===== src/sv/prag_pkg.sv =====
// prag_pkg: shared widths, constants, register indexes and divider interface types
// for the partition ready aggregator. No dependencies.
package prag_pkg;

	localparam int unsigned USER_W      = 11;  // user_parts register
	localparam int unsigned NET_W       = 7;   // net_parts register, walk index
	localparam int unsigned ID_W        = 10;  // user_index
	localparam int unsigned OUT_NET_W   = 6;   // net_index result field
	localparam int unsigned COUNT_W     = 11;  // ready count
	localparam int unsigned START_W     = NET_W + ID_W;
	localparam int unsigned DIV_W       = 11;
	localparam int unsigned DIV_CNT_W   = $clog2(DIV_W + 1);
	localparam int unsigned CFG_IDX_W   = 1;
	localparam int unsigned CFG_DATA_W  = 11;

	localparam int unsigned MAX_NET_PARTS_DEF = 64;

	localparam logic [USER_W-1:0]    MAX_USER_PARTS = 11'd1024;
	localparam logic [COUNT_W-1:0]   COUNT_MAX      = 11'h7ff;

	localparam logic [CFG_IDX_W-1:0] REG_USER_PARTS = 1'b0;
	localparam logic [CFG_IDX_W-1:0] REG_NET_PARTS  = 1'b1;

	typedef struct packed {
		logic             start;
		logic [DIV_W-1:0] dividend;
		logic [DIV_W-1:0] divisor;
	} div_req_t;

	typedef struct packed {
		logic             done;
		logic [DIV_W-1:0] quotient;
	} div_rsp_t;

endpackage


===== src/sv/prag_ram.sv =====
// prag_ram: generic single-write, single-read synchronous RAM with registered read.
// Stand-alone; no package dependencies.
module prag_ram #(
	parameter int unsigned WIDTH = 8,
	parameter int unsigned DEPTH = 64,
	localparam int unsigned AW = (DEPTH > 1) ? $clog2(DEPTH) : 1
) (
	input  logic             clk,
	input  logic             we,
	input  logic [AW-1:0]    waddr,
	input  logic [WIDTH-1:0] wdata,
	input  logic             re,
	input  logic [AW-1:0]    raddr,
	output logic [WIDTH-1:0] rdata
);

	logic [WIDTH-1:0] mem_q [DEPTH];
	logic [WIDTH-1:0] rdata_q;

	always_ff @(posedge clk) begin
		if (we) begin
			mem_q[waddr] <= wdata;
		end
		if (re) begin
			rdata_q <= mem_q[raddr];
		end
	end

	assign rdata = rdata_q;

endmodule


===== src/sv/prag_div.sv =====
// prag_div: restoring divider, one quotient bit per cycle, for the partition mapping.
// Depends on prag_pkg for widths and the request/response structs.
module prag_div (
	input  logic               clk,
	input  logic               arst_n,
	input  prag_pkg::div_req_t req,
	output prag_pkg::div_rsp_t rsp
);
	import prag_pkg::*;

	logic [DIV_W-1:0]     rem_q;
	logic [DIV_W-1:0]     quo_q;
	logic [DIV_W-1:0]     dsr_q;
	logic [DIV_CNT_W-1:0] cnt_q;
	logic                 busy_q;
	logic                 done_q;
	logic [DIV_W:0]       trial;
	logic [DIV_W:0]       diff;
	logic                 take;

	assign trial = {rem_q, quo_q[DIV_W-1]};
	assign diff  = trial - {1'b0, dsr_q};
	assign take  = trial >= {1'b0, dsr_q};

	always_ff @(posedge clk or negedge arst_n) begin
		if (!arst_n) begin
			busy_q <= 1'b0;
			done_q <= 1'b0;
			cnt_q  <= '0;
		end else begin
			done_q <= 1'b0;
			if (req.start) begin
				busy_q <= 1'b1;
				cnt_q  <= DIV_CNT_W'(DIV_W);
			end else if (busy_q) begin
				cnt_q <= cnt_q - 1'b1;
				if (cnt_q == DIV_CNT_W'(1)) begin
					busy_q <= 1'b0;
					done_q <= 1'b1;
				end
			end
		end
	end

	always_ff @(posedge clk) begin
		if (req.start) begin
			rem_q <= '0;
			quo_q <= req.dividend;
			dsr_q <= req.divisor;
		end else if (busy_q) begin
			rem_q <= take ? diff[DIV_W-1:0] : trial[DIV_W-1:0];
			quo_q <= {quo_q[DIV_W-2:0], take};
		end
	end

	assign rsp.done     = done_q;
	assign rsp.quotient = quo_q;

endmodule


===== src/sv/partition_ready_aggregator.sv =====
// Partition ready aggregator top level: configuration registers, sequencer, count memory.
// Depends on prag_pkg, prag_div and prag_ram.
//
// Each accepted word names a ready user partition; the block maps it onto one or more
// network partitions, bumps each one's saturating ready count in the count memory and
// emits one result word per network partition, with fire set when a count just reaches
// its threshold and last on the final word. Unmappable words give a single error word.
// After reset the count memory is swept to zero, one entry a cycle, during which
// item_stall stays high. An item rejected by the configuration or index check goes
// straight to an error word. Otherwise, when user_parts <= net_parts, one division gives
// the step and a multiply the start; else one division gives the threshold and a second
// one the start. After the range check each network partition walked has its count read,
// then written, through the single-read-port memory, and the result side may stall each
// word. One item is in flight at a time; the next is taken while its last result word
// still waits.
module partition_ready_aggregator #(
	parameter int unsigned MAX_NET_PARTS = prag_pkg::MAX_NET_PARTS_DEF
) (
	input  logic                                clk,
	input  logic                                arst_n,
	input  logic                                cfg_valid,
	output logic                                cfg_ready,
	input  logic [prag_pkg::CFG_IDX_W-1:0]      cfg_index,
	input  logic [prag_pkg::CFG_DATA_W-1:0]     cfg_data,
	input  logic                                item_valid,
	output logic                                item_stall,
	input  logic [prag_pkg::ID_W-1:0]           user_index,
	output logic                                result_valid,
	input  logic                                result_stall,
	output logic [prag_pkg::OUT_NET_W-1:0]      net_index,
	output logic                                fire,
	output logic                                error,
	output logic                                last
);
	import prag_pkg::*;

	localparam int unsigned AW = (MAX_NET_PARTS > 1) ? $clog2(MAX_NET_PARTS) : 1;

	typedef enum logic [8:0] {
		S_CLR  = 9'b000000001,
		S_IDLE = 9'b000000010,
		S_DIV1 = 9'b000000100,
		S_DIV2 = 9'b000001000,
		S_MUL  = 9'b000010000,
		S_CHK  = 9'b000100000,
		S_RD   = 9'b001000000,
		S_WR   = 9'b010000000,
		S_ERR  = 9'b100000000
	} state_t;

	state_t              state_q, state_d;
	logic [USER_W-1:0]   user_parts_q;
	logic [NET_W-1:0]    net_parts_q;
	logic [AW-1:0]       clr_q;
	logic [ID_W-1:0]     id_q;
	logic                small_q;
	logic [NET_W-1:0]    step_q;
	logic [COUNT_W-1:0]  thr_q;
	logic [START_W-1:0]  start_q;
	logic [NET_W-1:0]    idx_q;
	logic [NET_W-1:0]    end_q;

	logic                out_valid_q;
	logic [OUT_NET_W-1:0] out_net_q;
	logic                out_fire_q;
	logic                out_err_q;
	logic                out_last_q;

	div_req_t            div_req;
	div_rsp_t            div_rsp;

	logic                item_take;
	logic                slot_free;
	logic                cfg_bad;
	logic                id_bad;
	logic                small_map;
	logic [START_W:0]    end_w;
	logic                range_bad;
	logic                walk_last;
	logic [COUNT_W-1:0]  count_old;
	logic [COUNT_W-1:0]  count_new;
	logic                count_sat;
	logic                ram_we;
	logic                ram_re;
	logic [AW-1:0]       ram_waddr;
	logic [COUNT_W-1:0]  ram_wdata;
	logic                load_word;
	logic                load_err;

	assign cfg_ready  = 1'b1;
	assign item_stall = (state_q != S_IDLE);
	assign item_take  = item_valid && !item_stall;
	assign slot_free  = !out_valid_q || !result_stall;

	assign cfg_bad   = (user_parts_q == '0) || (user_parts_q > MAX_USER_PARTS) ||
	                   (net_parts_q == '0) || (32'(net_parts_q) > 32'(MAX_NET_PARTS));
	assign id_bad    = {1'b0, user_index} >= user_parts_q;
	assign small_map = user_parts_q <= USER_W'(net_parts_q);

	assign end_w     = {1'b0, start_q} + (START_W + 1)'(step_q);
	assign range_bad = (start_q >= START_W'(net_parts_q)) ||
	                   (end_w > (START_W + 1)'(net_parts_q));
	assign walk_last = ({1'b0, idx_q} + 1'b1) == {1'b0, end_q};

	assign count_sat = (count_old == COUNT_MAX);
	assign count_new = count_old + 1'b1;
	assign load_word = (state_q == S_WR) && slot_free;
	assign load_err  = (state_q == S_ERR) && slot_free;

	// config registers
	always_ff @(posedge clk or negedge arst_n) begin
		if (!arst_n) begin
			user_parts_q <= USER_W'(1);
			net_parts_q  <= NET_W'(1);
		end else if (cfg_valid && cfg_ready) begin
			unique case (cfg_index)
				REG_USER_PARTS: user_parts_q <= cfg_data[USER_W-1:0];
				REG_NET_PARTS:  net_parts_q  <= cfg_data[NET_W-1:0];
				default: ;
			endcase
		end
	end

	always_comb begin
		div_req = '0;
		if (item_take && !cfg_bad && !id_bad) begin
			div_req.start = 1'b1;
			if (small_map) begin
				div_req.dividend = USER_W'(net_parts_q);
				div_req.divisor  = user_parts_q;
			end else begin
				div_req.dividend = user_parts_q;
				div_req.divisor  = USER_W'(net_parts_q);
			end
		end else if ((state_q == S_DIV1) && div_rsp.done && !small_q) begin
			div_req.start    = 1'b1;
			div_req.dividend = DIV_W'(id_q);
			div_req.divisor  = div_rsp.quotient;
		end
	end

	always_comb begin
		state_d = state_q;
		unique case (state_q)
			S_CLR: begin
				if (clr_q == AW'(MAX_NET_PARTS - 1)) begin
					state_d = S_IDLE;
				end
			end
			S_IDLE: begin
				if (item_take) begin
					state_d = (cfg_bad || id_bad) ? S_ERR : S_DIV1;
				end
			end
			S_DIV1: begin
				if (div_rsp.done) begin
					state_d = small_q ? S_MUL : S_DIV2;
				end
			end
			S_DIV2: begin
				if (div_rsp.done) begin
					state_d = S_CHK;
				end
			end
			S_MUL:  state_d = S_CHK;
			S_CHK:  state_d = range_bad ? S_ERR : S_RD;
			S_RD:   state_d = S_WR;
			S_WR: begin
				if (slot_free) begin
					state_d = walk_last ? S_IDLE : S_RD;
				end
			end
			S_ERR: begin
				if (slot_free) begin
					state_d = S_IDLE;
				end
			end
			default: state_d = S_IDLE;
		endcase
	end

	always_ff @(posedge clk or negedge arst_n) begin
		if (!arst_n) begin
			state_q     <= S_CLR;
			clr_q       <= '0;
			out_valid_q <= 1'b0;
		end else begin
			state_q <= state_d;
			if (state_q == S_CLR) begin
				clr_q <= clr_q + 1'b1;
			end
			if (load_word || load_err) begin
				out_valid_q <= 1'b1;
			end else if (!result_stall) begin
				out_valid_q <= 1'b0;
			end
		end
	end

	// walk datapath
	always_ff @(posedge clk) begin
		if (item_take) begin
			id_q    <= user_index;
			small_q <= small_map;
		end
		if ((state_q == S_DIV1) && div_rsp.done) begin
			if (small_q) begin
				step_q <= div_rsp.quotient[NET_W-1:0];
				thr_q  <= COUNT_W'(1);
			end else begin
				step_q <= NET_W'(1);
				thr_q  <= div_rsp.quotient;
			end
		end
		if ((state_q == S_DIV2) && div_rsp.done) begin
			start_q <= START_W'(div_rsp.quotient);
		end
		if (state_q == S_MUL) begin
			start_q <= step_q * id_q;
		end
		if (state_q == S_CHK) begin
			idx_q <= start_q[NET_W-1:0];
			end_q <= end_w[NET_W-1:0];
		end
		if (load_word) begin
			idx_q      <= idx_q + 1'b1;
			out_net_q  <= idx_q[OUT_NET_W-1:0];
			out_fire_q <= !count_sat && (count_new == thr_q);
			out_err_q  <= 1'b0;
			out_last_q <= walk_last;
		end else if (load_err) begin
			out_net_q  <= '0;
			out_fire_q <= 1'b0;
			out_err_q  <= 1'b1;
			out_last_q <= 1'b1;
		end
	end

	assign ram_re    = (state_q == S_RD);
	assign ram_we    = (state_q == S_CLR) || (load_word && !count_sat);
	assign ram_waddr = (state_q == S_CLR) ? clr_q : AW'(idx_q);
	assign ram_wdata = (state_q == S_CLR) ? '0 : count_new;

	prag_div u_div (
		.clk    (clk),
		.arst_n (arst_n),
		.req    (div_req),
		.rsp    (div_rsp)
	);

	prag_ram #(
		.WIDTH (COUNT_W),
		.DEPTH (MAX_NET_PARTS)
	) u_count_ram (
		.clk   (clk),
		.we    (ram_we),
		.waddr (ram_waddr),
		.wdata (ram_wdata),
		.re    (ram_re),
		.raddr (AW'(idx_q)),
		.rdata (count_old)
	);

	assign result_valid = out_valid_q;
	assign net_index    = out_net_q;
	assign fire         = out_fire_q;
	assign error        = out_err_q;
	assign last         = out_last_q;

	a_one_item: assert property (@(posedge clk) disable iff (!arst_n)
		item_valid && !item_stall |=> item_stall)
		else $error("second word taken while an item is in flight");

	a_err_last: assert property (@(posedge clk) disable iff (!arst_n)
		result_valid && error |-> last && !fire)
		else $error("error word without last or with fire");

	a_ram_ports: assert property (@(posedge clk) disable iff (!arst_n)
		!(ram_re && ram_we))
		else $error("count memory read and written in one cycle");

	a_div_idle: assert property (@(posedge clk) disable iff (!arst_n)
		div_rsp.done |-> (state_q == S_DIV1) || (state_q == S_DIV2))
		else $error("divider result with no division pending");

endmodule

===== config.mk =====
export PLATFORM = sky130hd
export DESIGN_NAME = partition_ready_aggregator
export DESIGN_NICKNAME = d
export VERILOG_FILES = /design/src/sv/prag_pkg.sv /design/src/sv/prag_ram.sv /design/src/sv/prag_div.sv /design/src/sv/partition_ready_aggregator.sv
export SDC_FILE = /design/constraint.sdc
export NUM_CORES = 1
export LEC_CHECK = 0
export ABC_AREA = 1
export BUFFER_PORTS_ARGS = -buffer_cell sky130_fd_sc_hd__buf_2
export CORE_ASPECT_RATIO = 1.2
export CORE_MARGIN = 4
export CORE_UTILIZATION = 25
export DETAILED_ROUTE_END_ITERATION = 6
export PLACE_DENSITY = 0.49
export SLEW_MARGIN = 20
export SYNTH_ARGS = -nofsm -noshare
export SYNTH_HDL_FRONTEND = slang
export SYNTH_SLANG_ARGS = --single-unit

===== constraint.sdc =====
create_clock -name clk -period 12.2 [get_ports clk]
set_clock_uncertainty 0.2 [all_clocks]
set_input_delay 1.83 -clock clk [delete_from_list [all_inputs] [get_ports clk]]
set_output_delay 1.83 -clock clk [all_outputs]
set_load 0.01 [all_outputs]

# == Yosys cells after proc, flatten, opt, wreduce, memory -nomap -nowiden ==
# Memories as Yosys holds them, arrays and structs flattened. A register that Yosys moved wholly into a read port is not among the register bits.
# Cells that the tools add are included.
# totals
word_cells,136
reg_bits,142
mem_bits_ro,0
mem_bits_rw,704
latchBits,0
output_inout_bits,12
n_memories,1
# mem_list
name,depth,word_bits,read_ports,rd_ports_with_merged_regs,write_ports,line,source
u_count_ram.mem_q,64,11,1,1,1,prag_ram.sv:17,logic [WIDTH-1:0] mem_q [DEPTH];
# op_classes
n_mux,41
n_lt_le_gt_ge,7
add_sub_neg,7
multipliers,1
shifts,0
div,0
bitwise,1
n_reduce_logical,34
eq_ne,22
# ops
op,count
$pmux 9 s9,1
$mux 9,8
$mux 23,2
$mux 11,4
$mux 17,2
$mux 22,1
$mux 7,3
$add 17x7->18,1
$gt 18x7->1,1
$mux 6,3
$ge 17x7->1,1
$mul 7x10->17,1
$mux 1,14
$ge 12x11->1,1
$add 11x1->11 const B,1
$eq 11x11->1,1
$eq 11x11->1 const B,1
$ge 10x11->1,1
$gt 11x11->1 const B,1
$le 11x7->1,1
$logic_not 11->1,1
$sub 11x11->11,1
$logic_and 1x1->1,10
$eq 9x1->1 const B,1
other kinds (28),51

# == Logic depth before layout (Yosys ltp) ==
# Gate-level depths: netlist of the first run.
# logic_depth
word_depth,9
mapped_depth,21
depth_no_buf,20

# == Modules after synthesis ==
# Synthesis of the first run repeated with hierarchy kept, for this count alone.
# unflattened
cells_unflattened,3948
area_unflattened_um2,40353.7
# modules_own_cells
module,seq_area_each_um2,cells_per_inst,area_each_um2,n_inst
prag_ram,21470.6,2446,28935.3,1
partition_ready_aggregator,2916.5,1196,9054.9,1
prag_div,1031.0,306,2363.5,1

# == Worst setup path after synthesis of the first run ==
# OpenSTA, ideal clock, no wires.
# synth_path
path_kind,register -> register
start,reg step_q[1]
end,reg start_q[10] (data pin)
setup_time_ns,0.266
t_required_ns,11.734
period_less_slack_ns,4.510
path_slack_ns,7.690
path_stages_with_launch,20
arrival_time_ns,4.044
n_path_buf,1
cell_sequence,edfxtp_1 > clkbuf_1 > nand2_1 > inv_1 > fa_1 > inv_1 > fa_1 > inv_1 > fa_1 > inv_1 > fa_1 > inv_1 > ha_1 > nand2_1 > o21ai_0 > a21oi_1 > o21ai_0 > or2_2 > nand3_1 > o21ai_0
# synth_via
elab_chain_len,2
# synth_lines
item,line,source
"start, declared",partition_ready_aggregator.sv:57,logic [NET_W-1:0] step_q;
"start signal, assigned",partition_ready_aggregator.sv:208,step_q <= div_rsp.quotient[NET_W-1:0];
$mul 7x10->17,partition_ready_aggregator.sv:219,start_q <= step_q * id_q;
$mux 17,partition_ready_aggregator.sv:218,if (state_q == S_MUL) begin
"end signal, assigned",partition_ready_aggregator.sv:216,start_q <= START_W'(div_rsp.quotient);
"end signal, assigned",partition_ready_aggregator.sv:219,
"end, declared",partition_ready_aggregator.sv:59,logic [START_W-1:0] start_q;
# No other way between the ends.
# A chain may end at the register's enable or synchronous reset.

# == Final worst setup path of the first run ==
# Ends and elaborated chain as after synthesis.

==> results of run 1 <==
-- cell type report --
class	count	area (µm²)	area share, %
repair buffers	74	500	1.12
clock buffers	121	2510	5.58
clock inverters	56	523	1.17
flip-flops and latches	857	25400	56.6
inverters	279	1060	2.36
well taps	2093	2620	5.84
multi-input cells	2294	12300	27.3
-- Yosys cell counts (all sizes together), types with 35 or more instances --
cell type / instances
edfxtp: 805
nor2: 589
o21ai: 528
nand2: 515
inv: 277
o22ai: 178
clkbuf: 114
nand3: 111
a21oi: 99
ha: 89
buf: 75
fa: 41
dfrtp: 37
nand4: 35
-- worst min path at each step --
stage                  start    endpoint  cells after the start
detailed placement  clr_q[5]  state_q[0]                      1
CTS                 clr_q[5]  state_q[0]                      1
floorplan           clr_q[5]  state_q[0]                      1
global placement    clr_q[5]  state_q[0]                      1
global route        clr_q[5]  state_q[0]                      1
finish              clr_q[5]  state_q[0]                      1
-- through the flow --
step	instance area [µm²]	setup WS, ns	hold slack, ns
2_1_floorplan	39500	7.69	0.225
3_5_place_dp	41800	7.31	0.251
5_1_grt	44900	7.10	0.303
4_1_cts	44800	7.43	0.274
6_report	44900	7.40	0.268
3_3_place_gp	41800	7.35	0.260
-- worst max-delay path: stages (launching register included) --
cell,delay [ns]
edfxtp_1,0.57
nand2_1,0.13
inv_1,0.06
fa_1,0.54
inv_1,0.06
fa_1,0.52
inv_1,0.05
fa_1,0.47
inv_1,0.04
fa_1,0.47
inv_1,0.04
ha_1,0.33
nand2_1,0.10
o21ai_0,0.12
a21oi_1,0.25
o21ai_0,0.14
or2_2,0.28
nand3_1,0.07
o21ai_0,0.09
-- kinds of logic (layout without fill, tap and decap cells) --
family	after synthesis	count (layout)	synth area share, %
AOI/OAI and AO/OA	831	831	11.4
xor gates and xnor gates	38	38	0.843
adders and majority gates	130	130	4.90
buffers and inverters	468	530	4.89
DFF	857	857	64.4
other	1	1	0.00950
and+or+nand+nor	1294	1294	13.6
-- metal layers --
layer / up-vias / GRT usage (%) / share of wire, %
met5: - / 0 / 0.0063
met4: 2 / 4.66 / 3.1
met3: 160 / 2.58 / 5.2
met2: 608 / 22.5 / 49
met1: 13100 / 16.8 / 43
li1: 12600 / - / -
-- sequential cells by signal, indices dropped and copies added, names as in the netlist, 4 cells and up --
register and flops:
thr_q 11, u_div.dsr_q 11, user_parts_q 11, u_count_ram.mem_q 704, net_index 6, state_q 9, idx_q 7, net_parts_q 7
end_q 7, clr_q 6, u_div.cnt_q 4, u_count_ram.rdata 11, u_div.quo_q 11, id_q 10, u_div.rem_q 11, step_q 7
start_q 17
-- layout by cell type, fill, tap and decap left out, drive strengths merged, types with 6 or more instances in the layout --
cell	Yosys	layout
fa	41	41
dfxtp	12	12
nand3	111	111
xnor2	20	20
or2	11	11
clkbuf	114	121
nand2	515	515
nor2	589	589
a21oi	99	99
inv	277	281
buf	75	74
o22ai	178	178
bufinv	0	6
nand3b	6	6
edfxtp	805	805
o21ai	528	528
nand4	35	35
nor3	20	20
a21o	9	9
clkinv	2	47
dfrtp	37	37
ha	89	89
xor2	18	18
-- power by group through the flow --
stage / clock network (mW) / logic, mW / registers (mW)
5_1_grt: 3.00 / 1.26 / 3.39
2_1_floorplan: 0 / 0.830 / 3.38
3_5_place_dp: 0 / 1.08 / 3.44
4_1_cts: 2.88 / 1.09 / 3.38
3_3_place_gp: 0 / 1.08 / 3.44
6_report: 2.82 / 1.08 / 3.38
==> results.sh, run 1 <==
export IMPL_status="completed"
export IMPL_seq_power_share_pct=46.5
export IMPL_grt_pass1_vias=26500
export IMPL_dieWidth_um=371
export IMPL_async_flop_share_pct=4.67
export IMPL_max_slew_worst_pin_slew_ns=1.08
export IMPL_rr_worst_depth=18
export IMPL_start_util_pct=25.2
export IMPL_synth_edf_count=805
export IMPL_cts_tree="done"
export IMPL_grt_max_degree=155
export IMPL_finalPower_mw=7.27
export IMPL_yosys_top_cells_area="edfxtp_1 61%, o21ai_0 6.0%, nor2_1 5.5%"
export IMPL_crit_start="step_q[1]"
export IMPL_pwr_share_comb_pct=14.8
export IMPL_timing_rr_end="start_q[10]"
export IMPL_cp_start_kind="flip-flop"
export IMPL_hold_buffers=0
export IMPL_pwr_share_clk_pct=38.7
export IMPL_p_leak_nw=16.2
export IMPL_post_cts_resized=0
export IMPL_final_cells=5774
export IMPL_slew_headroom_pct=27.9
export IMPL_routed_wl_um=112000
export IMPL_placementRows=159
export IMPL_clk_latency_ns=0.71
export IMPL_hpwlAfterDp_um=68600
export IMPL_die_h_um=443
export IMPL_path_clk_slew_ns=0.06
export IMPL_antenna_found_initial=1
export IMPL_grt_usage_pct=13.3
export IMPL_required_ns=12.42
export IMPL_finalSetupTns_ns=0
export IMPL_worstSetupPathType="flip-flop to flip-flop"
export IMPL_worst_path_max_fanout=12
export IMPL_numPortBuffers=37
export IMPL_antennaDiodeCount=0
export IMPL_core_area_mm2=0.157
export IMPL_finalCritPeriodShare_pct=39.3
export IMPL_routedWlPerCell_um=19.3
export IMPL_ys_flop_type="edfxtp_1"
export IMPL_swShare_pct=27.6
export IMPL_max_cap_violations=0
export IMPL_yosys_register_bits=857
export IMPL_grt_pass1_wl_um=167000
export IMPL_power_density_mw_per_mm2=162
export IMPL_switchingPower_mw=2.01
export IMPL_drc_errors=0
export IMPL_clk_path_buf_depth=3
export IMPL_critPathCaptureType="flip-flop"
export IMPL_gp_congestion=0.825
export IMPL_grt_ovfl_total=0
export IMPL_crit_end="start_q[10]"
export IMPL_cts_buffers=94
export IMPL_timing_rr_start="step_q[1]"
export IMPL_root_buffer="clkbuf_16"
export IMPL_rsz0062_at_grt="false"
export IMPL_yosysTopAreaCell="edfxtp_1"
export IMPL_nets=3757
export IMPL_r2r_slack_ns=7.40
export IMPL_ios=39
export IMPL_synth_cells=3619
export IMPL_drv_slew=0
export IMPL_vias_per_cell=4.59
export IMPL_peakVddDrop_uv=107
export IMPL_avgSynthCellArea_um2=10.9
export IMPL_holdCritPathClass="flip-flop to flip-flop"
export IMPL_dieArea_mm2=0.164
export IMPL_postCtsSetupBuffers=0
export IMPL_first_iter_violations=2142
export IMPL_layout_min_cycle_time_ns=4.80
export IMPL_synth_area_mm2=0.0395
export IMPL_fmax_ghz=0.209
export IMPL_placed_cells=5597
export IMPL_cts_sinks=857
export IMPL_hold_viol=0
export IMPL_syn_num_nets=3776
export IMPL_synth_top_cell_area_share_pct=61.2
export IMPL_p_int_mw=5.26
export IMPL_h_tree_depth=3
export IMPL_area_growth_pct=13.7
export IMPL_yosys_warnings=0
export IMPL_vias=26500
export IMPL_setup_viol_count_final=0
export IMPL_post_synth_num_cell_types=60
export IMPL_drive_above_1_share_pct=8.42
export IMPL_seq_area_frac_synth_pct=64.4
export IMPL_drtAntennaViolNets=0
export IMPL_first_pass_iters=5
export IMPL_fillers=16400
export IMPL_final_core_util_pct=28.6
export IMPL_worstPathArrival_ns=5.01
(Power assumes the default switching activity.)
==> inputs of run 2 (changes only) <==
--- a/config.mk
+++ b/config.mk
@@ -11,7 +11,7 @@
 export CORE_MARGIN = 4
 export CORE_UTILIZATION = 25
 export DETAILED_ROUTE_END_ITERATION = 6
-export PLACE_DENSITY = 0.49
+export PLACE_DENSITY = 0.51
 export SLEW_MARGIN = 20
 export SYNTH_ARGS = -nofsm -noshare
 export SYNTH_HDL_FRONTEND = slang
==> constraint.sdc (replaced) <==
create_clock -name clk -period 3.9 [get_ports clk]
set_clock_uncertainty 0.2 [all_clocks]
set_input_delay 0.585 -clock clk [delete_from_list [all_inputs] [get_ports clk]]
set_output_delay 0.585 -clock clk [all_outputs]
set_load 0.01 [all_outputs]
==> run 2 against run 1 <==
The run now ends with negative setup slack left. Sequential power increased to 3.1 times the previous value. Core utilization increased by 1.3 points. Clock power increased to 3.1 times the previous value. Routed wire length increased by 0.42%. Setup slack got worse by 7.8 ns. Cell area increased by 4.7%. Register-to-register slack got worse by 7.8 ns. Non-clock buffer count increased by 199. Largest cell class unchanged. Clock-buffer cell count decreased by 14. Sequential share of layout area decreased by 2.5 points. Critical path type unchanged.
==> results.sh, run 2 (synthesis gave the netlist of run 1 again) <==
export IMPL_crit_start="step_q[3]"
export IMPL_timing_rr_start="step_q[3]"
export IMPL_setup_viol_count_final=12
export IMPL_worst_path_max_fanout=4
export IMPL_numPortBuffers=37
export IMPL_r2r_slack_ns=-0.38
export IMPL_grt_pass1_vias=27000
export IMPL_grt_pass1_wl_um=169000
export IMPL_violations="negative setup slack"
export IMPL_clk_path_buf_depth=3
export IMPL_fmax_ghz=0.233
export IMPL_timing_rr_end="start_q[10]"
export IMPL_dieWidth_um=371
export IMPL_vias=27300
export IMPL_drtAntennaViolNets=0
export IMPL_max_cap_violations=0
export IMPL_finalCritPeriodShare_pct=110
export IMPL_pre_cts_ws_ns=-0.552
export IMPL_cts_tree="done"
export IMPL_power_density_mw_per_mm2=517
export IMPL_clk_latency_ns=0.69
export IMPL_cp_start_kind="flip-flop"
export IMPL_largest_reg_flops=704
export IMPL_cts_sinks=857
export IMPL_final_core_util_pct=30.0
export IMPL_rr_worst_depth=17
export IMPL_antennaDiodeCount=0
export IMPL_hpwlAfterDp_um=71800
export IMPL_worstSetupPathType="flip-flop to flip-flop"
export IMPL_cts_buffers=89
export IMPL_layout_commonest_cell="edfxtp_1"
export IMPL_root_buffer="clkbuf_16"
export IMPL_grt_ovfl_total=0
export IMPL_mostFrequentLayoutCells="805 x edfxtp_1, 559 x nor2_1, 487 x nand2_1"
export IMPL_regMostFlops="u_count_ram.mem_q"
export IMPL_placementRows=159
export IMPL_stdcell_area_mm2=0.0470
export IMPL_grt_max_degree=109
export IMPL_hold_viol=0
export IMPL_ios=39
export IMPL_path_clk_slew_ns=0.06
export IMPL_first_iter_violations=2249
export IMPL_rsz0062_at_grt="true"
export IMPL_worstPathArrival_ns=4.48
export IMPL_h_tree_depth=3
export IMPL_critPathCaptureType="flip-flop"
export IMPL_start_util_pct=25.2
export IMPL_nets=3951
export IMPL_max_slew_worst_pin_slew_ns=0.788
export IMPL_core_area_mm2=0.157
export IMPL_placedInstanceArea_mm2=0.0433
export IMPL_die_h_um=443
export IMPL_grt_usage_pct=13.4
export IMPL_required_ns=4.09
export IMPL_routed_wl_um=112000
export IMPL_drive_above_1_share_pct=14.1
export IMPL_vias_per_cell=4.58
export IMPL_largestRegisters="u_count_ram.mem_q (704), start_q (17)"
export IMPL_status="complete, but fails checks"
export IMPL_layout_min_cycle_time_ns=4.28
export IMPL_crit_end="start_q[10]"
export IMPL_area_growth_pct=19.0
export IMPL_drv_slew=0
export IMPL_first_pass_iters=5
export IMPL_whs_ns=0.113
export IMPL_p_leak_nw=17.2
export IMPL_peakVddDrop_uv=506
export IMPL_antenna_found_initial=0
export IMPL_fillers=16200
export IMPL_routedWlPerCell_um=18.8
export IMPL_finalPower_mw=24.3
export IMPL_drc_errors=0
export IMPL_dieArea_mm2=0.164
export IMPL_holdCritPathClass="primary input to flip-flop"
export IMPL_gp_congestion=0.840
export IMPL_layout_setup_ws_ns=-0.383
export IMPL_slew_headroom_pct=47.4
run 2: cell types whose count changed in the layout (fill, tap and decap cells not counted), moves of 14 or more:
cell	before	now
inv_1	262	243
dlygate4sd3_1	0	22
inv_2	12	30
buf_6	0	14
buf_4	34	184
buf_12	3	17
nand2_1	504	487
run 2: how the worst min path moves through the flow:
stage | from | end | slack (ns) | cells past startpoint
floorplan | arst_n | clr_q[0] | 0.09 | 0
global placement | clr_q[5] | state_q[0] | 0.26 | 1
detailed placement | clr_q[5] | state_q[0] | 0.27 | 1
CTS | result_stall | result_valid | 0.04 | 3
global route | result_stall | result_valid | 0.10 | 3
finish | result_stall | result_valid | 0.11 | 3
run 2: per-stage QoR:
step | TNS [ns] | std cells
2_1_floorplan | -2.44 | 3619
3_3_place_gp | -4.74 | 5758
3_5_place_dp | -5.12 | 5758
4_1_cts | -3.55 | 5945
5_1_grt | -5.55 | 5958
6_report | -3.64 | 5958
run 2: cell type report:
| cell class | instances | area, µm² | area share (%) |
|---|---|---|---|
| Sequential cell | 857 | 25400 | 54.1 |
| Multi-Input combinational cell | 2294 | 12600 | 26.8 |
| Tap cell | 2093 | 2620 | 5.58 |
| Clock buffer | 107 | 2350 | 5.00 |
| Timing Repair Buffer | 273 | 2280 | 4.85 |
| Inverter | 279 | 1060 | 2.26 |
| Clock inverter | 55 | 659 | 1.40 |
run 2: worst max-delay path, cell delays in order (launching register included):
cell	delay [ns]
edfxtp_1	0.42
buf_6	0.15
nand2_2	0.06
inv_2	0.04
fa_1	0.57
fa_1	0.44
fa_1	0.48
inv_1	0.04
fa_1	0.49
inv_2	0.04
ha_4	0.24
a21oi_4	0.15
o21ai_4	0.08
a21oi_2	0.17
o21ai_2	0.07
or2_4	0.22
nand3_2	0.05
o21ai_1	0.08
run 2: what timing repair did:
| action | in CTS | in global routing |
|---|---|---|
| gates resized for setup | 34 | 68 |
| buffers inserted | 3 | 13 |
| hold endpoints to repair | 65 | 0 |
| pin swaps | 26 | 33 |
| hold buffers | 22 | 0 |
| setup endpoints to repair | 12 | 12 |
run 2: routing by layer:
layer / global-route usage [%] / part of all wire [%]
met1: 17.1 / 43
met2: 22.7 / 49
met3: 2.20 / 4.7
met4: 4.83 / 3.6
met5: 0 / 0
run 2: where the power goes:
group / internal [mW] / leakage [nW] / switching (mW)
sequential: 10.3 / 7.84 / 0.262
combinational: 2.12 / 7.94 / 2.81
clock: 5.11 / 1.46 / 3.72
